**src/rtl/mpt_pkg.sv**
```systemverilog
// Shared types, constants and codes for the multilevel page table.
package mpt_pkg;

  localparam int ADDRESS_BITS  = 32;
  localparam int FRAME_BITS    = 20;
  localparam int ENTRY_W       = FRAME_BITS + 1;
  localparam int NUM_LEVELS    = 4;
  localparam int MAX_LEVELS    = 4;
  localparam int LEVEL_COUNT_W = 3;
  localparam int LEVEL_BITS_W  = 4;
  localparam int DEPTH_W       = $clog2(NUM_LEVELS);
  localparam int CFG_INDEX_W   = 3;
  localparam int CFG_DATA_W    = 4;
  localparam int STATUS_W      = 3;

  localparam int DEF_MAX_LEVEL_BITS = 8;
  localparam int DEF_NODE_POOL      = 256;

  typedef enum logic [STATUS_W-1:0] {
    ST_HIT      = 3'd0,
    ST_MISS     = 3'd1,
    ST_INSERTED = 3'd2,
    ST_MAPPED   = 3'd3,
    ST_FULL     = 3'd4,
    ST_BADCFG   = 3'd5
  } mpt_status_t;

  typedef enum logic [CFG_INDEX_W-1:0] {
    CFG_LEVEL_COUNT = 3'd0,
    CFG_LEVEL0_BITS = 3'd1,
    CFG_LEVEL1_BITS = 3'd2,
    CFG_LEVEL2_BITS = 3'd3,
    CFG_LEVEL3_BITS = 3'd4
  } mpt_cfg_index_t;

  typedef enum logic [2:0] {
    S_CLEAR,
    S_IDLE,
    S_WALK,
    S_ALLOC,
    S_DONE
  } mpt_state_t;

  typedef struct packed {
    logic [LEVEL_COUNT_W-1:0]                 level_count;
    logic [NUM_LEVELS-1:0][LEVEL_BITS_W-1:0]  level_bits;
    logic                                     bad;
  } mpt_cfg_t;

endpackage

```
**src/rtl/mpt_cfg_regs.sv**
```systemverilog
// Configuration registers, config validity check and table-clear request.
module mpt_cfg_regs #(
  parameter int MAX_LEVEL_BITS = mpt_pkg::DEF_MAX_LEVEL_BITS
) (
  input  logic                           clk,
  input  logic                           rst,
  input  logic                           cfg_valid,
  output logic                           cfg_ready,
  input  logic [mpt_pkg::CFG_INDEX_W-1:0] cfg_index,
  input  logic [mpt_pkg::CFG_DATA_W-1:0]  cfg_data,
  output mpt_pkg::mpt_cfg_t              cfg,
  output logic                           clear
);
  import mpt_pkg::*;

  localparam int SUM_W = LEVEL_BITS_W + DEPTH_W;

  logic [LEVEL_COUNT_W-1:0]                level_count;
  logic [NUM_LEVELS-1:0][LEVEL_BITS_W-1:0] level_bits;
  logic                                    known_index;
  logic                                    bad;
  logic [SUM_W-1:0]                        used;

  assign cfg_ready = 1'b1;

  always_comb begin
    case (cfg_index)
      CFG_LEVEL_COUNT, CFG_LEVEL0_BITS, CFG_LEVEL1_BITS,
      CFG_LEVEL2_BITS, CFG_LEVEL3_BITS: known_index = 1'b1;
      default:                          known_index = 1'b0;
    endcase
  end

  // A write to an unknown index leaves the table alone
  assign clear = cfg_valid && cfg_ready && known_index;

  always_ff @(posedge clk) begin
    if (rst) begin
      level_count <= LEVEL_COUNT_W'(2);
      for (int i = 0; i < NUM_LEVELS; i++) begin
        level_bits[i] <= LEVEL_BITS_W'(8);
      end
    end else if (cfg_valid && cfg_ready) begin
      case (cfg_index)
        CFG_LEVEL_COUNT: level_count   <= cfg_data[LEVEL_COUNT_W-1:0];
        CFG_LEVEL0_BITS: level_bits[0] <= cfg_data[LEVEL_BITS_W-1:0];
        CFG_LEVEL1_BITS: level_bits[1] <= cfg_data[LEVEL_BITS_W-1:0];
        CFG_LEVEL2_BITS: level_bits[2] <= cfg_data[LEVEL_BITS_W-1:0];
        CFG_LEVEL3_BITS: level_bits[3] <= cfg_data[LEVEL_BITS_W-1:0];
        default: ;
      endcase
    end
  end

  always_comb begin
    bad  = (level_count == '0) ||
           (level_count > LEVEL_COUNT_W'(NUM_LEVELS)) ||
           (level_count > LEVEL_COUNT_W'(MAX_LEVELS));
    used = '0;
    for (int i = 0; i < NUM_LEVELS; i++) begin
      if (LEVEL_COUNT_W'(i) < level_count) begin
        if (level_bits[i] == '0 || level_bits[i] > LEVEL_BITS_W'(MAX_LEVEL_BITS)) begin
          bad = 1'b1;
        end
        used = used + SUM_W'(level_bits[i]);
      end
    end
    if (used > SUM_W'(ADDRESS_BITS)) begin
      bad = 1'b1;
    end
  end

  assign cfg.level_count = level_count;
  assign cfg.level_bits  = level_bits;
  assign cfg.bad         = bad;

endmodule

```
**config.mk**
```make
export PLATFORM = sky130hd
export DESIGN_NAME = mpt_cfg_regs
export DESIGN_NICKNAME = d
export VERILOG_FILES = /design/src/rtl/mpt_pkg.sv /design/src/rtl/mpt_cfg_regs.sv
export SDC_FILE = /design/constraint.sdc
export NUM_CORES = 1
export LEC_CHECK = 0
export ABC_CLOCK_PERIOD_IN_PS = 6400
export BUFFER_PORTS_ARGS = -buffer_cell sky130_fd_sc_hd__clkbuf_2
export CAP_MARGIN = 15
export CORE_ASPECT_RATIO = 1.75
export CORE_MARGIN = 8
export CORE_UTILIZATION = 50
export DETAILED_ROUTE_END_ITERATION = 12
export PLACE_DENSITY = 0.86
export SLEW_MARGIN = 20
export SYNTH_ARGS = -nofsm -noshare
export SYNTH_HDL_FRONTEND = slang
export SYNTH_SLANG_ARGS = --single-unit
```
**constraint.sdc**
```tcl
create_clock -name clk -period 6.4 [get_ports clk]
set_clock_uncertainty 0.05 [all_clocks]
set_input_delay 1.28 -clock clk [delete_from_list [all_inputs] [get_ports clk]]
set_output_delay 1.28 -clock clk [all_outputs]
set_load 0.01 [all_outputs]
```
======== Yosys cells after proc, flatten, opt, wreduce, memory -nomap -nowiden ========
Index checks and enable logic that the tools add are counted.
word-level totals
  input bits .............................. 10
  flip-flop bits (word level) ............. 19
  logic and storage cells ................. 55
operators by class
  reduce and logical (&&, ||, !) cells .... 19
  eq/ne operators ......................... 4
  muxes and demuxes ....................... 14
  add/sub/neg operators ................... 3
  $lt $le $gt $ge ......................... 10
operator list
  kind                                                  number
  adder 6 x 4 -> 6 bit                                  3
  2-to-1 mux 6 bit                                      3
  > comparator 4 bit (second input constant)            4
  logical NOT 4 bit                                     4
  2-to-1 mux 1 bit                                      10
  AND reduction 2 bit                                   5
  equality test 3 x 2 -> 1 bit (second input constant)  2
  > comparator 6 bit (second input constant)            1
  logical NOT 3 bit                                     2
  logical OR 1 bit                                      6
  < comparator 1 x 3 -> 1 bit (first input constant)    2
  < comparator 2 x 3 -> 1 bit (first input constant)    2
  OR reduction 5 bit                                    1
  2-to-1 mux 4 bit                                      1
  equality test 3 x 1 -> 1 bit (second input constant)  1
  equality test 3 bit (second input constant)           1
  > comparator 3 bit (second input constant)            1
  logical AND 1 bit                                     1

======== Logic depth before layout (Yosys ltp) ========
Gate-level depths: netlist of the first run.
  depth in word-level cells ............... 12
  depth in mapped cells ................... 22
  depth with buffers taken out ............ 20

======== Least setup slack after synthesis of the first run ========
No wires, ideal clock.
  path kind ............................... reg-to-output
  from .................................... register level_count[1]
  to ...................................... output port cfg[0] (netlist bit)
  slack ................................... 1.113 ns
  stages on the path, launching flop included .. 19
  data arrival time ....................... 3.957 ns
  required time ........................... 5.070 ns
  path buffers ............................ 2
  cell sequence ........................... dfxtp_1 -> buf_6 -> or3_4 -> and2_2 -> ha_1 -> inv_1 -> fa_1 -> a21oi_1 -> fa_1 -> a2bb2oi_1 -> inv_1 -> ha_1 -> a21o_1 -> a21oi_1 -> nor2b_1 -> o211ai_1 -> xor2_1 -> a2bb2oi_1 -> buf_4
between the ends
  word-level cells in the longest chain between the ends .. 12
  elaborated cells between the ends (all ways) .. 25
  classes of those cells .................. 3 x add/sub; 6 x order compare; 13 x mux; 3 x reduce/logical
RTL lines
  element                                                        RTL line            text
  start, declared                                                mpt_cfg_regs.sv:18  logic [LEVEL_COUNT_W-1:0] level_count;
  start signal, assigned                                         mpt_cfg_regs.sv:45  CFG_LEVEL_COUNT: level_count <= cfg_data[LEVEL_COUNT_W-1:0];
  branches (longest 11 deep; another with adder 6 x 4 -> 6 bit)  -
  2-to-1 mux 1 bit (*)                                           mpt_cfg_regs.sv:68  if (used > SUM_W'(ADDRESS_BITS)) begin
  end, declared                                                  mpt_cfg_regs.sv:11  output mpt_pkg::mpt_cfg_t cfg,
Mark *: on every way between the ends.

==> results of run 1 <==
==> how the worst max path moves through the flow <==
stage | end | startpoint | cells past startpoint
2_1_floorplan | cfg[0] | level_count[1] | 18
3_5_place_dp | cfg[0] | level_count[2] | 18
4_1_cts | cfg[0] | level_count[2] | 18
5_1_grt | cfg[0] | level_count[2] | 18
3_3_place_gp | cfg[0] | level_count[2] | 18
6_report | cfg[0] | level_count[2] | 18
==> layer usage <==
layer  routed length [µm]  vias to the layer above  share of wire  global-route usage
li1                     -                      695              -                   -
met1                 1580                      650           0.41               0.173
met2                 2060                       44           0.53               0.296
met3                  149                       10          0.038              0.0231
met4                  104                        0          0.027              0.0785
met5                    0                        -              0                   0
==> registers in the layout, summed over array words and instances (netlist names) <==
signal and flops:
level_count 3, cfg 16
==> power groups by stage <==
stage | Combinational [mW] | Sequential [mW] | Clock (mW)
2_1_floorplan | 0.0499 | 0.128 | 0
3_3_place_gp | 0.0656 | 0.129 | 0
3_5_place_dp | 0.0670 | 0.129 | 0
4_1_cts | 0.0675 | 0.127 | 0.0833
5_1_grt | 0.0755 | 0.127 | 0.0887
6_report | 0.0676 | 0.127 | 0.0820
==> logic make-up after synthesis <==
logic type / count (synthesis)
and+or+nand+nor: 58
DFF: 19
muxes: 16
AOI/OAI and AO/OA: 40
adders and majority gates: 15
xor gates and xnor gates: 14
other: 1
buffers and inverters: 20
==> layout by cell type (no fill, tap or decap), drive strengths merged, types with 6 or more instances in the layout <==
| cell type | synthesis | layout |
|---|---|---|
| a211o | 6 | 6 |
| a21oi | 13 | 13 |
| clkbuf | 4 | 34 |
| dfxtp | 19 | 19 |
| ha | 11 | 11 |
| inv | 11 | 11 |
| mux2i | 14 | 14 |
| nand2 | 10 | 10 |
| nor2 | 17 | 17 |
| nor2b | 6 | 6 |
| nor3 | 6 | 6 |
| o21ai | 8 | 8 |
| xnor2 | 10 | 10 |
==> worst register-to-register path, cell delays in order, from the launching register on <==
cell	delay [ps]
dfxtp_1	420
nor2b_1	190
a211o_1	280
==> final cells by class <==
type | instances | area (µm²) | area share
tap | 28 | 35.0 | 0.0204
sequential | 19 | 380 | 0.222
timing repair buffer | 30 | 150 | 0.0875
clock buffer | 4 | 45.0 | 0.0263
multi-input combinational | 144 | 1060 | 0.620
inverter | 11 | 41.3 | 0.0241
==> stage by stage <==
step / utilization / cells / setup WS, ps / cell area [µm²] / total power, mW
finish: 0.586 / 236 / 366 / 1720 / 0.276
global route: 0.586 / 236 / 8.59 / 1720 / 0.291
global placement: 0.571 / 232 / 886 / 1670 / 0.195
floorplan: - / 183 / 1110 / 1540 / 0.178
detailed placement: 0.571 / 232 / 701 / 1670 / 0.196
CTS: 0.586 / 236 / 401 / 1720 / 0.277
==> run metrics, run 1 <==
number of global-route vias before repair around 1400; DP HPWL 3.07 mm; Post-synth EDFFs 0; status finished clean; Worst Path Required 5070 ps; main combinational cell family by area after synthesis simple AND/OR/NAND/NOR gates; post-DR vias/cell about 6; Netlist cell types 41; reg-to-reg startpoint level_count[1]; RSZ-0062 raised after global routing no; max-cap violations 0; Ys Warns 0; DRT Wirelength 3.90 mm; syn nets 207; clk root buf clkbuf_8; post-synthesis sequential area ratio 0.248; CP arrival 4700 ps; fraction of layout cells with a size suffix above 1 0.197; Vias 1399; Slew @ Worst Pin 869 ps; hold endpoint cfg[15]; Hold Crit Start cfg[15]; final worst-path cycle share 0.943; Worst R2R End level_count[1]; Worst setup SP type register; Final TNS setup 0 ps; largest net degree at the start of global routing 20; WL/cell ~17 µm; Post-DRT Antenna Nets 0; Post-synth top cells 19 x dfxtp_1, 17 x nor2_1, 14 x mux2i_1, 13 x a21oi_1; number of cell rows 26; mapped cell area 1540 µm²; cell chain of the critical path or3_4, and2_2, ha_1, inv_1, fa_1, a21oi_1, fa_1, a2bb2oi_1, inv_1, ha_1, a21o_1, a21oi_1, xnor2_1, o2bb2ai_1, o21ai_0, nor3b_1, a2bb2oi_1, clkbuf_2; initial DRC count 57; fin crit period 6030 ps; Clk pwr share 0.297; Synth async-reset ratio 0; number of setup buffers added after CTS 0; PD cells around 160 nW/µm²; I/O pin total 32; GP Congestion 0.854; worst-case reg-to-reg path depth 2; kind of cell adding the most delay to the critical path adder cells; mux contribution to synthesized area 0.106; slowest stage delay, CP 470 ps; Net Sw Power just over 0.08 mW; Syn Area/Cell 8.39 µm²; post-synthesis cell count 183; Simple-Gate Fraction of Synth Area 0.201; Max VDD drop roughly 0.16 mV; Reg clk slew, reported paths approximately 70 ps; area grow syn2layout 11.7%; Max Buffers Root-to-Sink 2; top cell type's share of synthesized area 0.248; Die ar. 5170 µm²; xor and xnor area share after synthesis 0.0799; PortBufs 30; global-route wire length before repair 6.56 mm; Pins Over Slew Limit 0; critical path's slowest cell or3_4; critical setup path kind reg2out; Area contributors post-synth dfxtp_1 25%, mux2i_1 9.1%, ha_1 9.0%; Core Area 2930 µm²; final hold vios 0; leading area contributor after synthesis dfxtp_1; DR pass1 iterations 4; H-tree depth 1; Die X 57.9 µm; ys flop type dfxtp_1; Total GRT Usage 0.161; Hold Crit Depth 2; final hold slack just over 500 ps; crit-path max FO 15; Adder-Cell Fraction of Synth Area 0.135; HP Class reg2reg; Layout Nets approximately 230; sequential share of power 0.459; number of fill cells around 290; CTS tree yes; Logic pwr share 0.245; Worst Setup End Kind output port; most frequent cell after synthesis dfxtp_1; Overflow after GRT 0; initial antenna violation count 0; Switching Fraction 0.291; # resized after CTS 0; fmax 166 MHz; CTS Buf Count 3; cts hold-fix bufs 0; ant diodes 0; DRC errors left 0; compound-gate portion of the synthesized area 0.168; relative slew slack 0.419; Die Span Y 89.3 µm; clock latency on the worst-skew pair around 250 ps; CTS Sinks 19; reg2reg setup slack 5350 ps; Initial Util 0.524; CP Buf/Inv Count 3; flops & latches, synth 19; leakage power 0.786 nW; final setup fails 0; Pint 0.196 mW
Note: power is estimated with default switching activity, not from simulation.
==> run 2, diff against run 1 <==
- PLACE_DENSITY: 0.86 -> 0.74
==> run metrics, run 2 (synthesis gave the netlist of run 1 again) <==
Area after DPL 1670 µm²; global-route wire length before repair around 6.4 mm; WL/cell between 15 and 20 µm; Max VDD drop 0.195 mV; ant diodes 0; fraction of layout cells with a size suffix above 1 0.202; critical setup path kind reg2out; GP Congestion roughly 0.84; Overflow after GRT 0; # resized after CTS 0; CTS Buf Count 3; initial DRC count 16; CP Buf/Inv Count 3; I/O pin total 32; leakage power approximately 0.79 nW; H-tree depth 1; initial antenna violation count 0; cell chain of the critical path or3_4, and2_2, ha_1, inv_1, fa_1, a21oi_1, fa_1, a2bb2oi_1, inv_1, ha_1, a21o_1, a21oi_1, xnor2_1, o2bb2ai_1, o21ai_0, nor3b_1, a2bb2oi_1, clkbuf_2; Pins Over Slew Limit 0; number of cell rows 26; fin crit period 6000 ps; DR pass1 iterations 4; slowest stage delay, CP 480 ps; Max Buffers Root-to-Sink 2; Core Area 2930 µm²; Worst Path Required 5070 ps; cts hold-fix bufs 0; max-cap violations 0; CP arrival 4670 ps; Vias 1402; final hold vios 0; status finished clean; Initial Util 0.524; Total GRT Usage 0.157; post-DR vias/cell a little under 6; Layout Nets 233; HP Class reg2reg; Tot Pwr 0.275 mW; final worst-path cycle share 0.938; area grow syn2layout 11.8%; kind of cell adding the most delay to the critical path adder cells; critical path's slowest cell or3_4; max FFs per register 16; post-route cell area 1720 µm²; DRT Wirelength approximately 4 mm; Worst setup SP type register; Final TNS setup 0 ps; PortBufs 30; final hold slack a little over 500 ps; DRC errors left 0; Worst Setup End Kind output port; Die ar. 5170 µm²; Post-DRT Antenna Nets 0; relative slew slack 0.431; RSZ-0062 raised after global routing no; fmax between 150 and 200 MHz; CTS Sinks 19; most common cell after layout, fill and taps aside clkbuf_2; commonest cells after routing, fill and taps aside 30 x clkbuf_2, 19 x dfxtp_1, 17 x nor2_1; largest net degree at the start of global routing 20; final setup fails 0; crit-path max FO 15; Reg clk slew, reported paths 60 ps; Slew @ Worst Pin 847 ps; PD cells 160 nW/µm²; number of global-route vias before repair 1427; CTS tree yes; clk root buf clkbuf_8; DP HPWL 3.20 mm; number of setup buffers added after CTS 0; clock latency on the worst-skew pair 250 ps; Die Span Y 89.3 µm; Finished Layout Cells 236; Die X 57.9 µm; dpl cells 232
run 2: tightest hold or removal path, delay by kind of cell, from the launching register on:
| kind | cells | cell delay [ps] |
|---|---|---|
| mux | 1 | 130 |
| simple gates | 1 | 50 |
| flops | 1 | 340 |
run 2: final cells by class:
class | instances | area (µm²)
Clock buffer | 3 | 41.3
Clock inverter | 1 | 5.00
Fill cell | 275 | 1210
Inverter | 11 | 41.3
Multi-Input combinational cell | 144 | 1060
Sequential cell | 19 | 380
Tap cell | 28 | 35.0
Timing Repair Buffer | 30 | 150
run 2: metrics by stage:
step | util | setup WS [ps]
CTS | 0.586 | 402
detailed placement | 0.571 | 688
finish | 0.586 | 398
floorplan | - | 1110
global route | 0.586 | 57.4
global placement | 0.571 | 835
run 2: where the power goes:
group | total, mW | switching (mW) | internal (mW)
sequential | 0.127 | 0.00538 | 0.121
combinational | 0.0677 | 0.0371 | 0.0306
clock | 0.0804 | 0.0372 | 0.0432
run 2: per-layer routing:
layer / GRT usage / vias to the layer above / share of wire
met2: 0.296 / 31 / 0.54
met3: 0.0187 / 10 / 0.027
li1: - / 687 / -
met5: 0 / - / 0
met1: 0.168 / 674 / 0.41
met4: 0.0695 / 0 / 0.023
run 2: worst paths after layout:
path	startpoint	endpoint	slack, ps	cells past startpoint
max	level_count[2]	cfg[0]	400	18
min	cfg[15]	cfg[15]	510	2
max reg2reg	level_count[1]	level_count[1]	5360	2
min reg2reg	cfg[15]	cfg[15]	510	2
