### src/rtl/mpt_pkg.sv
// Shared types, constants and codes for the multilevel page table.
package mpt_pkg;

  localparam int ADDRESS_BITS  = 32;
  localparam int FRAME_BITS    = 20;
  localparam int ENTRY_W       = FRAME_BITS + 1;
  localparam int NUM_LEVELS    = 4;
  localparam int MAX_LEVELS    = 4;
  localparam int LEVEL_COUNT_W = 3;
  localparam int LEVEL_BITS_W  = 4;
  localparam int DEPTH_W       = $clog2(NUM_LEVELS);
  localparam int CFG_INDEX_W   = 3;
  localparam int CFG_DATA_W    = 4;
  localparam int STATUS_W      = 3;

  localparam int DEF_MAX_LEVEL_BITS = 8;
  localparam int DEF_NODE_POOL      = 256;

  typedef enum logic [STATUS_W-1:0] {
    ST_HIT      = 3'd0,
    ST_MISS     = 3'd1,
    ST_INSERTED = 3'd2,
    ST_MAPPED   = 3'd3,
    ST_FULL     = 3'd4,
    ST_BADCFG   = 3'd5
  } mpt_status_t;

  typedef enum logic [CFG_INDEX_W-1:0] {
    CFG_LEVEL_COUNT = 3'd0,
    CFG_LEVEL0_BITS = 3'd1,
    CFG_LEVEL1_BITS = 3'd2,
    CFG_LEVEL2_BITS = 3'd3,
    CFG_LEVEL3_BITS = 3'd4
  } mpt_cfg_index_t;

  typedef enum logic [2:0] {
    S_CLEAR,
    S_IDLE,
    S_WALK,
    S_ALLOC,
    S_DONE
  } mpt_state_t;

  typedef struct packed {
    logic [LEVEL_COUNT_W-1:0]                 level_count;
    logic [NUM_LEVELS-1:0][LEVEL_BITS_W-1:0]  level_bits;
    logic                                     bad;
  } mpt_cfg_t;

endpackage

### src/rtl/mpt_walker.sv
// Walk/insert sequencer: clear sweep, per-level reads, node allocation, result register.
module mpt_walker #(
  parameter int MAX_LEVEL_BITS = mpt_pkg::DEF_MAX_LEVEL_BITS,
  parameter int NODE_POOL      = mpt_pkg::DEF_NODE_POOL
) (
  input  logic                             clk,
  input  logic                             rst,
  input  mpt_pkg::mpt_cfg_t                cfg,
  input  logic                             clear,
  input  logic                             cfg_valid,
  input  logic                             req_valid,
  output logic                             req_stall,
  input  logic                             op,
  input  logic [mpt_pkg::ADDRESS_BITS-1:0] logical_address,
  input  logic [mpt_pkg::FRAME_BITS-1:0]   frame_in,
  output logic                             rsp_valid,
  input  logic                             rsp_stall,
  output logic [mpt_pkg::STATUS_W-1:0]     status,
  output logic [mpt_pkg::FRAME_BITS-1:0]   frame_out,
  output logic                             wr_en,
  output logic [$clog2(NODE_POOL)+MAX_LEVEL_BITS-1:0] wr_addr,
  output logic [mpt_pkg::ENTRY_W-1:0]      wr_data,
  output logic                             rd_en,
  output logic [$clog2(NODE_POOL)+MAX_LEVEL_BITS-1:0] rd_addr,
  input  logic [mpt_pkg::ENTRY_W-1:0]      rd_data
);
  import mpt_pkg::*;

  localparam int NODE_W = $clog2(NODE_POOL);
  localparam int ADDR_W = NODE_W + MAX_LEVEL_BITS;
  localparam int DEPTH  = NODE_POOL * (2 ** MAX_LEVEL_BITS);
  localparam int CNT_W  = $clog2(NODE_POOL + 1);
  localparam int NEED_W = CNT_W + DEPTH_W;

  function automatic logic [MAX_LEVEL_BITS-1:0] idx_of(
    input logic [ADDRESS_BITS-1:0] sh,
    input logic [LEVEL_BITS_W-1:0] w
  );
    idx_of = sh[ADDRESS_BITS-1 -: MAX_LEVEL_BITS] >> (LEVEL_BITS_W'(MAX_LEVEL_BITS) - w);
  endfunction

  mpt_state_t              state, state_next;
  logic [ADDR_W-1:0]       clr_addr, clr_addr_next;
  logic [CNT_W-1:0]        next_free, next_free_next;
  logic                    op_r, op_r_next;
  logic [ADDRESS_BITS-1:0] addr_sh, addr_sh_next;
  logic [FRAME_BITS-1:0]   frame_r, frame_r_next;
  logic [NODE_W-1:0]       node, node_next;
  logic [DEPTH_W-1:0]      depth, depth_next;
  mpt_status_t             res_status, res_status_next;
  logic [FRAME_BITS-1:0]   res_frame, res_frame_next;
  logic                    rsp_valid_next;
  mpt_status_t             rsp_status, rsp_status_next;
  logic [FRAME_BITS-1:0]   rsp_frame, rsp_frame_next;

  logic [LEVEL_COUNT_W-1:0] lc_m1;
  logic [DEPTH_W-1:0]       last;
  logic [DEPTH_W-1:0]       needed;
  logic                     pool_full;
  logic [MAX_LEVEL_BITS-1:0] idx_cur;
  logic                     e_valid;
  logic [FRAME_BITS-1:0]    e_data;
  logic                     child_ok;
  logic [ADDRESS_BITS-1:0]  sh_adv;

  assign lc_m1     = cfg.level_count - LEVEL_COUNT_W'(1);
  assign last      = lc_m1[DEPTH_W-1:0];
  assign needed    = last - depth;
  assign pool_full = (NEED_W'(next_free) + NEED_W'(needed)) > NEED_W'(NODE_POOL);
  assign idx_cur   = idx_of(addr_sh, cfg.level_bits[depth]);
  assign e_valid   = rd_data[ENTRY_W-1];
  assign e_data    = rd_data[FRAME_BITS-1:0];
  assign child_ok  = e_valid && (e_data < FRAME_BITS'(NODE_POOL));
  assign sh_adv    = addr_sh << cfg.level_bits[depth];

  assign req_stall = (state != S_IDLE) || cfg_valid;
  assign status    = rsp_status;
  assign frame_out = rsp_frame;

  always_ff @(posedge clk) begin
    if (rst) begin
      state     <= S_CLEAR;
      clr_addr  <= '0;
      next_free <= CNT_W'(1);
      rsp_valid <= 1'b0;
    end else begin
      state     <= state_next;
      clr_addr  <= clr_addr_next;
      next_free <= next_free_next;
      rsp_valid <= rsp_valid_next;
    end
  end

  always_ff @(posedge clk) begin
    op_r       <= op_r_next;
    addr_sh    <= addr_sh_next;
    frame_r    <= frame_r_next;
    node       <= node_next;
    depth      <= depth_next;
    res_status <= res_status_next;
    res_frame  <= res_frame_next;
    rsp_status <= rsp_status_next;
    rsp_frame  <= rsp_frame_next;
  end

  always_comb begin
    state_next      = state;
    clr_addr_next   = clr_addr;
    next_free_next  = next_free;
    op_r_next       = op_r;
    addr_sh_next    = addr_sh;
    frame_r_next    = frame_r;
    node_next       = node;
    depth_next      = depth;
    res_status_next = res_status;
    res_frame_next  = res_frame;
    rsp_valid_next  = rsp_valid && rsp_stall;
    rsp_status_next = rsp_status;
    rsp_frame_next  = rsp_frame;
    wr_en           = 1'b0;
    wr_addr         = {node, idx_cur};
    wr_data         = '0;
    rd_en           = 1'b0;
    rd_addr         = {node, idx_cur};

    case (state)
      S_CLEAR: begin
        wr_en         = 1'b1;
        wr_addr       = clr_addr;
        clr_addr_next = clr_addr + ADDR_W'(1);
        if (clr_addr == ADDR_W'(DEPTH - 1)) begin
          state_next = S_IDLE;
        end
      end

      S_IDLE: begin
        if (req_valid && !req_stall) begin
          op_r_next       = op;
          frame_r_next    = frame_in;
          addr_sh_next    = logical_address;
          node_next       = '0;
          depth_next      = '0;
          res_frame_next  = '0;
          if (cfg.bad) begin
            res_status_next = ST_BADCFG;
            state_next      = S_DONE;
          end else begin
            // root read goes out on the accepting edge
            rd_en      = 1'b1;
            rd_addr    = {{NODE_W{1'b0}}, idx_of(logical_address, cfg.level_bits[0])};
            state_next = S_WALK;
          end
        end
      end

      S_WALK: begin
        if (depth != last) begin
          if (child_ok) begin
            node_next    = e_data[NODE_W-1:0];
            depth_next   = depth + DEPTH_W'(1);
            addr_sh_next = sh_adv;
            rd_en        = 1'b1;
            rd_addr      = {e_data[NODE_W-1:0],
                            idx_of(sh_adv, cfg.level_bits[depth + DEPTH_W'(1)])};
          end else if (!op_r) begin
            res_status_next = ST_MISS;
            state_next      = S_DONE;
          end else if (pool_full) begin
            res_status_next = ST_FULL;
            state_next      = S_DONE;
          end else begin
            state_next = S_ALLOC;
          end
        end else begin
          state_next = S_DONE;
          if (e_valid) begin
            if (!op_r) begin
              res_status_next = ST_HIT;
              res_frame_next  = e_data;
            end else begin
              res_status_next = ST_MAPPED;
            end
          end else if (!op_r) begin
            res_status_next = ST_MISS;
          end else begin
            wr_en           = 1'b1;
            wr_data         = {1'b1, frame_r};
            res_status_next = ST_INSERTED;
          end
        end
      end

      S_ALLOC: begin
        wr_en = 1'b1;
        if (depth != last) begin
          // link a fresh node into the hole, then descend into it
          wr_data        = {1'b1, FRAME_BITS'(next_free)};
          node_next      = next_free[NODE_W-1:0];
          next_free_next = next_free + CNT_W'(1);
          depth_next     = depth + DEPTH_W'(1);
          addr_sh_next   = sh_adv;
        end else begin
          wr_data         = {1'b1, frame_r};
          res_status_next = ST_INSERTED;
          state_next      = S_DONE;
        end
      end

      S_DONE: begin
        if (!rsp_valid || !rsp_stall) begin
          rsp_valid_next  = 1'b1;
          rsp_status_next = res_status;
          rsp_frame_next  = res_frame;
          state_next      = S_IDLE;
        end
      end

      default: begin
        state_next = S_IDLE;
      end
    endcase

    if (clear) begin
      state_next     = S_CLEAR;
      clr_addr_next  = '0;
      next_free_next = CNT_W'(1);
    end
  end

endmodule

### config.mk
export PLATFORM = sky130hd
export DESIGN_NAME = mpt_walker
export DESIGN_NICKNAME = d
export VERILOG_FILES = /design/src/rtl/mpt_pkg.sv /design/src/rtl/mpt_walker.sv
export SDC_FILE = /design/constraint.sdc
export NUM_CORES = 1
export LEC_CHECK = 0
export ABC_AREA = 0
export ABC_CLOCK_PERIOD_IN_PS = 3600
export BUFFER_PORTS_ARGS = -buffer_cell sky130_fd_sc_hd__buf_2
export CAP_MARGIN = 10
export CELL_PAD_IN_SITES_DETAIL_PLACEMENT = 2
export CELL_PAD_IN_SITES_GLOBAL_PLACEMENT = 2
export CORE_UTILIZATION = 31
export CTS_CLUSTER_SIZE = 25
export DETAILED_ROUTE_END_ITERATION = 8
export PLACE_DENSITY_LB_ADDON = 0.1
export SLEW_MARGIN = 20
export SYNTH_ARGS = -nofsm -noshare
export SYNTH_HDL_FRONTEND = slang
export SYNTH_SLANG_ARGS = --single-unit
### constraint.sdc
create_clock -name clk -period 3.6 [get_ports clk]
set_input_delay 0.36 -clock clk [delete_from_list [all_inputs] [get_ports clk]]
set_output_delay 0.36 -clock clk [all_outputs]
set_load 0.1 [all_outputs]
After elaboration in Yosys (flattened, before gate mapping)
Index checks and enable logic that the tools add are counted.

storage, ports and cells
  register bits after elaboration = 138
  input port bits = 100
  logic and storage cells = 137

cells by class
  add/sub/neg operators = 9
  order comparisons = 4
  eq/ne operators = 20
  shifts and indexed selects = 4
  mux-type cells = 67
  reductions and logical operators = 20

operators with widths
  operator                 number
  $mux W32                 4
  $mux W20                 5
  $pmux W32 S3             1
  $mux W16                 5
  $mux W21                 3
  $mux W3                  17
  $pmux W21 S2             1
  $pmux W20 S2             1
  $mux W8                  4
  $pmux W16 S2             1
  $shl A32 B4 Y32          1
  $pmux W8 S3              1
  $shr A8 B4 Y8            3
  $ne A2 B2 Y1 const B     11
  $lt A20 B9 Y1 const B    1
  $add A16 B1 Y16 const B  1
  $bmux W4 S2              2
  $eq A16 B16 Y1 const B   1
  $pmux W3 S5              1
  $reduce_and A5 Y1        3
  $mux W2                  6
  $sub A4 B4 Y4 const A    3
  $add A9 B2 Y10           1
  $gt A10 B9 Y1 const B    1
  26 further kinds         46

Longest topological paths before layout
Gate-level depths: netlist of the first run.

  depth after elaboration = 9
  depth in mapped cells = 14
  depth with buffers taken out = 11

Worst setup path before layout of the first run
Ideal clock, no wire load.

  path type = register to output
  from = register depth[0]
  to = output wr_addr[1]
  arrival time = 4.732 ns
  path slack = -1.492 ns
  cell stages (with the launch flop) = 11
  path buffers = 3
  cell sequence = edfxtp_1 -> buf_6 -> mux4_2 -> clkinv_1 -> clkbuf_1 -> ha_1 -> clkbuf_1 -> inv_1 -> mux2i_1 -> mux2i_1 -> o31ai_1

on the way
  word-level cells in the longest chain between the ends = 5

ends and longest elaborated chain
  element                        line               RTL
  start: declaration             mpt_walker.sv:49   logic [DEPTH_W-1:0] depth, depth_next;
  start signal: assignment       mpt_walker.sv:99   depth <= depth_next;
  $bmux W4 S2                    mpt_walker.sv:70   assign idx_cur = idx_of(addr_sh, cfg.level_bits[depth]);
  $mux W4 (implied by the code)  mpt_walker.sv:70
  $sub A4 B4 Y4                  mpt_walker.sv:39   idx_of = sh[ADDRESS_BITS-1 -: MAX_LEVEL_BITS] >> (LEVEL_BITS_W'(MAX_LEVEL_BITS) - w);
  $shr A8 B4 Y8                  mpt_walker.sv:39
  $mux W16                       mpt_walker.sv:126  case (state)
  end: declaration               mpt_walker.sv:21   output logic [$clog2(NODE_POOL)+MAX_LEVEL_BITS-1:0] wr_addr,

No other way between the ends. The select of a mux whose other input is x is not followed.

Worst setup path in the final report of the first run
  from = register depth[0]
  to = output rd_addr[0]

on the way
  word-level cells in the longest chain between the ends = 8
  elaborated cells on any way between the ends = 16
  those cells by class = 3 x add/sub; 1 x eq/ne; 3 x shift; 9 x mux

ends and longest elaborated chain
  element                        line               RTL
  $add A2 B1 Y2                  mpt_walker.sv:164  idx_of(sh_adv, cfg.level_bits[depth + DEPTH_W'(1)])};
  $bmux W4 S2                    mpt_walker.sv:164
  $mux W4 (implied by the code)  mpt_walker.sv:164
  $sub A4 B4 Y4                  mpt_walker.sv:39
  $shr A8 B4 Y8                  mpt_walker.sv:39
  $mux W16                       mpt_walker.sv:158  if (child_ok) begin
  $mux W16                       mpt_walker.sv:157  if (depth != last) begin
  $pmux W16 S2 (*)               mpt_walker.sv:126
  end: declaration               mpt_walker.sv:24   output logic [$clog2(NODE_POOL)+MAX_LEVEL_BITS-1:0] rd_addr,

Mark *: on every way between the ends. The rest lies on a longest branch, timed or not. The select of a mux whose other input is x is not followed.

==> impl_results.md, run 1 <==
* Final setup margin at -326.5 ps
* Slew Limit Fails at 0
* DR pass1 iterations at 4
* Worst-path fanout max at 5
* FFs w/ async S/R, synth at 0
* Pwr/cell area at 363.2 nW/µm²
* Vias in the first global route at 8,444
* DRC Markers at 0
* Pin count of the biggest net entering global routing at 63
* Dpl cells at 1,424
* Worst-margin pin slew at 857.5 ps
* Finish-stage setup viols at 7
* Fin area at 11,830 µm²
* Post-Syn Nets at 972
* Sequential fraction of the synthesis area at 0.4428
* Crit path time final at 3927 ps
* Longest Clk Path Bufs at 2
* Post-route insts no fill at 1,480
* Commonest non-fill, non-tap cell in the layout: buf_2
* CTS tree: yes
* Commonest non-fill, non-tap cells in the layout: buf_2, edfxtp_1, nand2_1, mux2i_1, nor2_1
* Total track usage at 0.2291
* Final WL at 31.98 mm
* DIE WIDTH at 169.5 µm
* Fmax at 0.2547 GHz
* Worst Path Arrival at 3570 ps
* CP endpoint kind: primary output
* Post-Syn Instances at 862
* Fill count at 2,900
* Routed Antenna Nets at 0
* Min-delay worst type: in -> reg
* Max_cap viols at 0
* CTS Buf Count at 17
* Final GP Congestion at 0.7978
* Synth area leader: edfxtp_1
* VDD IR max at 298.6 µV
* 1st-iter DRT viols at 266
* Routed len/inst at 21.60 µm
* I/O pin count at 180
* Relative slew slack at 0.4277
* Area added between synthesis and finish at 35.99%
* Avg Synthesized Cell Area at 10.10 µm²
* Initial antenna violation count at 3
* First-pass GRT wire length at 49.75 mm
* Clk sink count at 138
* Worst Skew at 16.30 ps
* Clock Pin Slew Worst Setup and Hold Paths at 80 ps
* CTS Root Cell: clkbuf_16
* Post-synth top area share at 0.3761
* Status: finished with violations
* Crit path kind: reg -> out
* Nets at 1,204
* Placed Area at 10,770 µm²
* Vias per cell at 5.163
* FF+latch area at 3854 µm²
* Pleak at 4.838 nW
* Main flop type after synthesis: edfxtp_1
* Post-synth EDFFs at 109
* RSZ-0062 raised after global routing: yes
* CP required at 3240 ps
* Share of post-route cells with drive strength above 1 at 0.3686
* Area occupied by multi-input gates at 4882 µm²
* Failing checks: negative setup slack
* Period utilisation layout at 1.091
* Gr ovfl total at 0
* Unique masters post-synth at 64
* Die Y at 169.5 µm
* Synth Register Bits at 138
* Yosys warning count at 0
* Final Hold Viols at 0
* Post-synthesis cell area at 8702 µm²
* Via count at 7,641
* Row cnt at 60
* Hpwl dp at 23.85 mm
* Hold bufs inserted after CTS at 0
* Die ar. at 28,750 µm²
* IO buf count at 178
* Clock H-tree levels at 4
* CORE AREA at 27,250 µm²
* Critical path startpoint category: flop
* Starting Density at 0.3193
* Clk_lat worst skew at 430 ps
* Synth top area cells: edfxtp_1, mux2i_1, dfxtp_1
sequential cells by signal, summed over array words and instances, names as in the netlist:
signal	cells
status	3
frame_out	20
addr_sh	32
res_status	3
next_free	9
state	3
rsp_valid	1
clr_addr	16
op_r	1
frame_r	20
res_frame	20
depth	2
node	8
area by class of cell:
| type | count | area share |
|---|---|---|
| antenna | 1 | 0.0002115 |
| clock buffer | 17 | 0.03595 |
| clock inverter | 15 | 0.01692 |
| inverter | 17 | 0.005815 |
| multi-input combinational | 650 | 0.4126 |
| sequential | 138 | 0.3257 |
| tap | 372 | 0.03933 |
| timing repair buffer | 270 | 0.1636 |
repair_timing:
item	in CTS	in global routing
buffers inserted	13	9
endpoints found under the hold margin	0	0
gates resized for setup	40	17
gates cloned	1	0
setup endpoints to repair	16	16
pin swaps	9	11
cell families (layout without fill, tap and decap cells):
family | after synthesis | after routing | share of synthesized area
AOI/OAI and AO/OA | 151 | 151 | 0.1133
other | 0 | 1 | 0
buffers and inverters | 75 | 319 | 0.03810
and+or+nand+nor | 312 | 312 | 0.1658
xor gates and xnor gates | 31 | 31 | 0.03278
adders and majority gates | 10 | 10 | 0.01524
DFF | 138 | 138 | 0.4428
muxes | 145 | 146 | 0.1919
critical path, cell delays in order, from the launching register on:
cell and delay (ps):
edfxtp_1 390, buf_6 150, buf_6 110, mux4_2 470
buf_4 170, buf_4 150, mux2i_2 200, nand2_1 70
and3_1 180, a221o_1 320, mux2i_2 190, o211ai_1 150
or3_4 410, buf_12 170
power by group:
| group | leakage (nW) | internal [W] | switching, W |
|---|---|---|---|
| registers | 1.25 | 0.00170 | 0.00000166 |
| clock network | 0.297 | 0.00101 | 0.000872 |
| logic | 3.29 | 0.000316 | 0.000395 |
| total | 4.84 | 0.00303 | 0.00127 |
cell usage after synthesis, types with 17 or more instances:
master and number:
nor3_1 20, dfxtp_1 29, o21ai_0 40, mux2_2 32, edfxtp_1 109, nor2_1 85, a21oi_1 38, xor2_1 22
clkbuf_1 40, and2_1 38, nand3_1 17, mux2i_1 99, nand2_1 102
routing by layer:
| layer | part of all wire | wire, µm | up-vias | track usage |
|---|---|---|---|---|
| li1 | - | - | 3637 | - |
| met1 | 0.45 | 14380 | 3832 | 0.2888 |
| met2 | 0.51 | 16300 | 144 | 0.4104 |
| met3 | 0.026 | 833 | 24 | 0.03591 |
| met4 | 0.014 | 433 | 4 | 0.04935 |
| met5 | 0.00072 | 23 | - | 0 |
per-stage QoR:
step / utilization / power, W / hold slack, ps / TNS, ps / setup WS (ps)
after global placement: 0.3951 / 0.002371 / 400.5 / 0 / 55.49
final: 0.4343 / 0.004298 / 107.5 / -1721 / -326.5
after CTS: 0.4291 / 0.004326 / 84.82 / -2077 / -368.0
after detailed placement: 0.3951 / 0.002383 / 406.5 / -8.341 / -8.341
after floorplan: - / 0.002114 / 400.3 / -162.8 / -125.4
after global routing: 0.4342 / 0.004452 / 81.76 / -3039 / -442.6
final timing paths:
kind	start	slack [ps]	endpoint	depth (start not counted)
hold / removal	frame_in[17]	110	frame_r[17]	1
hold reg to reg	res_frame[3]	430	frame_out[3]	0
setup / recovery	depth[0]	-330	rd_addr[0]	13
setup reg to reg	depth[1]	370	res_status[2]	11
Power figures use the tool's default switching activity.
==> run 2, diff against run 1 <==
SKIP_CTS_REPAIR_TIMING = 1   (was default)
==> run 2 against run 1 <==
The run still ends with negative setup slack left; clock skew barely moved; via count is 0.64% lower; clock power barely moved; fmax increased by 0.67%; critical endpoint unchanged.
==> impl_results.md, run 2 (synthesis gave the netlist of run 1 again) <==
* Routed Antenna Nets at 0
* Max_cap viols at 0
* Most flops, register: addr_sh
* Commonest non-fill, non-tap cell in the layout: buf_2
* Row cnt at 60
* I/O pin count at 180
* Worst-path fanout max at 5
* Vias in the first global route at 8,291
* Fmax at 0.2564 GHz
* Period utilisation layout at 1.083
* CP cell instances: buf_6 -> mux4_2 -> mux2_4 -> mux4_2 -> a222oi_1 -> buf_4 -> nor2_4 -> nand2_2 -> a21oi_2 -> or3_4 -> buf_12
* Final setup margin at -300.4 ps
* Clk sink count at 138
* Clock Pin Slew Worst Setup and Hold Paths at 80 ps
* DIE WIDTH at 169.5 µm
* Final WL at 31.50 mm
* Total track usage at 0.2249
* Finish-stage setup viols at 7
* RSZ-0062 raised after global routing: yes
* Bufs and invs on worst path at 3
* Fin Setup TNS at -1539 ps
* Critical path startpoint category: flop
* Area occupied by multi-input gates at 4826 µm²
* Slew Limit Fails at 0
* Die Y at 169.5 µm
* Share of post-route cells with drive strength above 1 at 0.3534
* IO buf count at 178
* Starting Density at 0.3193
* Via count at 7,592
* DR pass1 iterations at 4
* Final Hold Viols at 0
* Worst Path Arrival at 3540 ps
* Clk_lat worst skew at 430 ps
* VDD IR max at 314.4 µV
* Max FFs per register at 32
* Share of the core filled with cells at 0.4280
* Crit path kind: reg -> out
* Pre-CTS WS at -8.341 ps
* CP required at 3240 ps
* Routed len/inst at 21.46 µm
* CP dominant cell by count: mux4_2
* DRC Markers at 0
* Crit path time final at 3900 ps
* Nets at 1,192
* R2R setup slack at 330 ps
* Worst Skew at 16.08 ps
* First-pass GRT wire length at 48.85 mm
* Area added between synthesis and finish at 34.03%
* Fill count at 2,912
* CP endpoint kind: primary output
* CTS tree: yes
* Clock H-tree levels at 4
* 1st-iter DRT viols at 237
* Worst-margin pin slew at 862.6 ps
* Die ar. at 28,750 µm²
* Longest Clk Path Bufs at 2
* Initial antenna violation count at 3
* Status: finished with violations
* Hpwl dp at 23.85 mm
* CORE AREA at 27,250 µm²
* Slowest library cell on the worst path: mux4_2
* CTS Root Cell: clkbuf_16
* Crit-path max cell delay at 600 ps
* Failing checks: negative setup slack
* Delay-heaviest family, CP: multiplexers
* Relative slew slack at 0.4243
* Pin count of the biggest net entering global routing at 63
* Gr ovfl total at 0
* Vias per cell at 5.172
* FF+latch area at 3854 µm²
* Pwr/cell area at 366.7 nW/µm²
* Pleak at 4.767 nW
* CTS Buf Count at 17
* Commonest non-fill, non-tap cells in the layout: buf_2, edfxtp_1, nand2_1, mux2i_1, nor2_1
* Min-delay worst type: in -> reg
* Final GP Congestion at 0.7978
-- run 2: cell count changes in the layout (fill, tap and decap cells not counted), sizes merged --
cell,previous run,this run
buf,270,258
inv,22,21
clkinvlp,2,3
-- run 2: metrics by stage --
stage / std cells / cell area, µm² / hold slack, ps / total power [W]
2_1_floorplan: 862 / 8812 / 400.3 / 0.002114
3_3_place_gp: 1424 / 10770 / 400.5 / 0.002371
3_5_place_dp: 1424 / 10770 / 406.5 / 0.002383
4_1_cts: 1456 / 11390 / 84.82 / 0.004279
5_1_grt: 1467 / 11660 / 81.76 / 0.004424
6_report: 1468 / 11660 / 105.9 / 0.004277
-- run 2: per-layer routing --
layer / wire [µm] / GRT usage / vias up / part of all wire
met1: 14080 / 0.2872 / 3809 / 0.45
met3: 1041 / 0.03591 / 17 / 0.033
met5: 23 / 0 / - / 0.00073
li1: - / - / 3614 / -
met2: 16100 / 0.3999 / 148 / 0.51
met4: 257 / 0.04387 / 4 / 0.0082
-- run 2: final cells by class --
cell class                 count  share of cell area
multi-input combinational    650              0.4138
sequential                   138              0.3304
timing repair buffer         258              0.1563
tap                          372             0.03991
clock buffer                  17             0.03647
clock inverter                15             0.01716
inverter                      17            0.005793
antenna                        1           0.0002145
-- run 2: worst paths after layout --
check,depth (start not counted),start,to
setup reg to reg,11,depth[1],res_status[2]
hold reg to reg,0,res_frame[3],frame_out[3]
setup / recovery,11,depth[0],rd_addr[0]
hold / removal,1,frame_in[17],frame_r[17]
-- run 2: worst reg2reg max path: stages, from the launching register on --
cell and delay (ps):
edfxtp_1 500, buf_4 220, xnor3_1 300, xor2_1 230, inv_1 90, fa_1 430
nor3_1 280, xnor2_1 120, a41o_1 220, a31o_2 270, nor3_1 170, buf_4 160
-- run 2: power breakdown --
group	total [W]	switching, W	internal (W)
logic	0.000682	0.000383	0.000300
clock network	0.00189	0.000880	0.00101
registers	0.00171	0.00000169	0.00170
==> run 3, diff against run 2 <==
BUFFER_PORTS_ARGS = default   (was -buffer_cell sky130_fd_sc_hd__buf_2)
CORE_UTILIZATION = 36   (was 31)
DONT_BUFFER_PORTS = 1   (was default)
==> run 3 against run 2 <==
The flow still finishes with violations (negative setup slack); via count shrank 4.0%; fmax shrank 2.8%; clock power shrank 4%; die area shrank 14%; first-iteration DRC count grew 28%; highest routed layer is now met4; flip-flop and latch count is the same; total power shrank 3.3%; worst hold slack lost 86 ps; routed wire length grew 2.0%; global-route usage grew 2.9 points; critical path depth shrank 1; setup slack lost 110 ps.
==> impl_results.md, run 3 (synthesis gave the netlist of run 1 again) <==
* Die ar. at 24,800 µm²
* Pin count of the biggest net entering global routing at 63
* Share of post-route cells with drive strength above 1 at 0.2776
* VDD IR max at 278.2 µV
* Fin Setup TNS at -2166 ps
* DR pass1 iterations at 4
* Crit path time final at 4014 ps
* Dpl cells at 1,227
* Pre-CTS WS at -23.83 ps
* Worst-margin pin slew at 963.6 ps
* Die Y at 157.5 µm
* First-pass GRT wire length at 46.26 mm
* Period utilisation layout at 1.115
* Starting Density at 0.3685
* Max_cap viols at 0
* Final WL at 32.14 mm
* Gr ovfl total at 0
* Slew Limit Fails at 0
* Max FFs per register at 32
* Critical path startpoint category: flop
* IO buf count at 0
* Longest Clk Path Bufs at 2
* Crit path kind: reg -> out
* Final Hold Viols at 0
* Fmax at 0.2491 GHz
* Pleak at 4.279 nW
* I/O pin count at 180
* Clock H-tree levels at 4
* Finish-stage setup viols at 7
* Clk_lat worst skew at 430 ps
* RSZ-0062 raised after global routing: yes
* Post-route insts no fill at 1,294
* CP required at 3240 ps
* Worst Path Arrival at 3650 ps
* R2R setup slack at 340 ps
* CORE AREA at 23,610 µm²
* Fill count at 2,431
* Failing checks: negative setup slack
* Clock Pin Slew Worst Setup and Hold Paths at 70 ps
* Initial antenna violation count at 1
* DRC Markers at 0
* Status: finished with violations
* Vias in the first global route at 7,730
* Commonest non-fill, non-tap cells in the layout: edfxtp_1, nand2_1, buf_4, mux2i_1, nor2_1
* Row cnt at 56
* Final setup margin at -414.3 ps
* CTS Buf Count at 17
* Relative slew slack at 0.3590
* Total track usage at 0.2543
* Worst Skew at 9.260 ps
* Clk sink count at 138
* Min-delay worst type: in -> reg
* Vias per cell at 5.630
* Hpwl dp at 23.95 mm
* CP endpoint kind: primary output
* Commonest non-fill, non-tap cell in the layout: edfxtp_1
* 1st-iter DRT viols at 303
* Most flops, register: addr_sh
* Worst-path fanout max at 7
* Area added between synthesis and finish at 28.68%
* Routed Antenna Nets at 0
* Pwr/cell area at 369.4 nW/µm²
* Hold Slack at 20.02 ps
* CTS tree: yes
* Nets at 1,066
* Final GP Congestion at 0.8381
* Share of the core filled with cells at 0.4742
* CTS Root Cell: clkbuf_16
* Via count at 7,285
* DIE WIDTH at 157.5 µm
* Routed len/inst at 24.84 µm
## run 3: area by class of cell
class	count	area [µm²]	share of cell area
multi-input combinational	649	4878	0.4356
inverter	17	71.32	0.006369
tap	319	399.1	0.03564
sequential	138	3854	0.3441
antenna	6	15.01	0.001341
timing repair inverter	1	5.005	0.0004469
clock buffer	17	425.4	0.03799
clock inverter	15	176.4	0.01575
timing repair buffer	132	1374	0.1227
## run 3: metrics by stage
step | total power [W] | instance area, µm²
floorplan | 0.002114 | 8812
global placement | 0.002265 | 10100
detailed placement | 0.002283 | 10100
CTS | 0.004098 | 10700
global route | 0.004263 | 11180
finish | 0.004137 | 11200
## run 3: worst paths after layout
check                                   start             to  cells past startpoint
worst max-delay path                 depth[0]     rd_addr[0]                     10
worst min-delay path              frame_in[6]     frame_r[6]                      0
worst max register to register       depth[0]  res_status[0]                     13
worst min register to register  res_frame[13]  frame_out[13]                      0
## run 3: worst max-delay path, stage by stage (launching register included)
cell and delay (ps):
edfxtp_1 390, mux4_2 600, buf_12 180, mux2_4 320, mux4_2 500, a222oi_1 280, buf_4 220, nor2_4 50
nand2_2 80, a21oi_2 50, or3_4 550
## run 3: power by group
part	switching [W]	internal [W]	total (W)
Combinational	0.000352	0.000264	0.000616
Sequential	0.00000174	0.00171	0.00171
Clock	0.000819	0.000994	0.00181
## run 3: per-layer routing
layer,part of all wire,vias up,global-route usage,wire length [µm]
li1,-,3367,-,-
met3,0.046,46,0.05507,1487
met4,0.026,0,0.1036,821
met1,0.41,3689,0.3015,13310
met2,0.51,183,0.4442,16520
met5,0,-,0,0
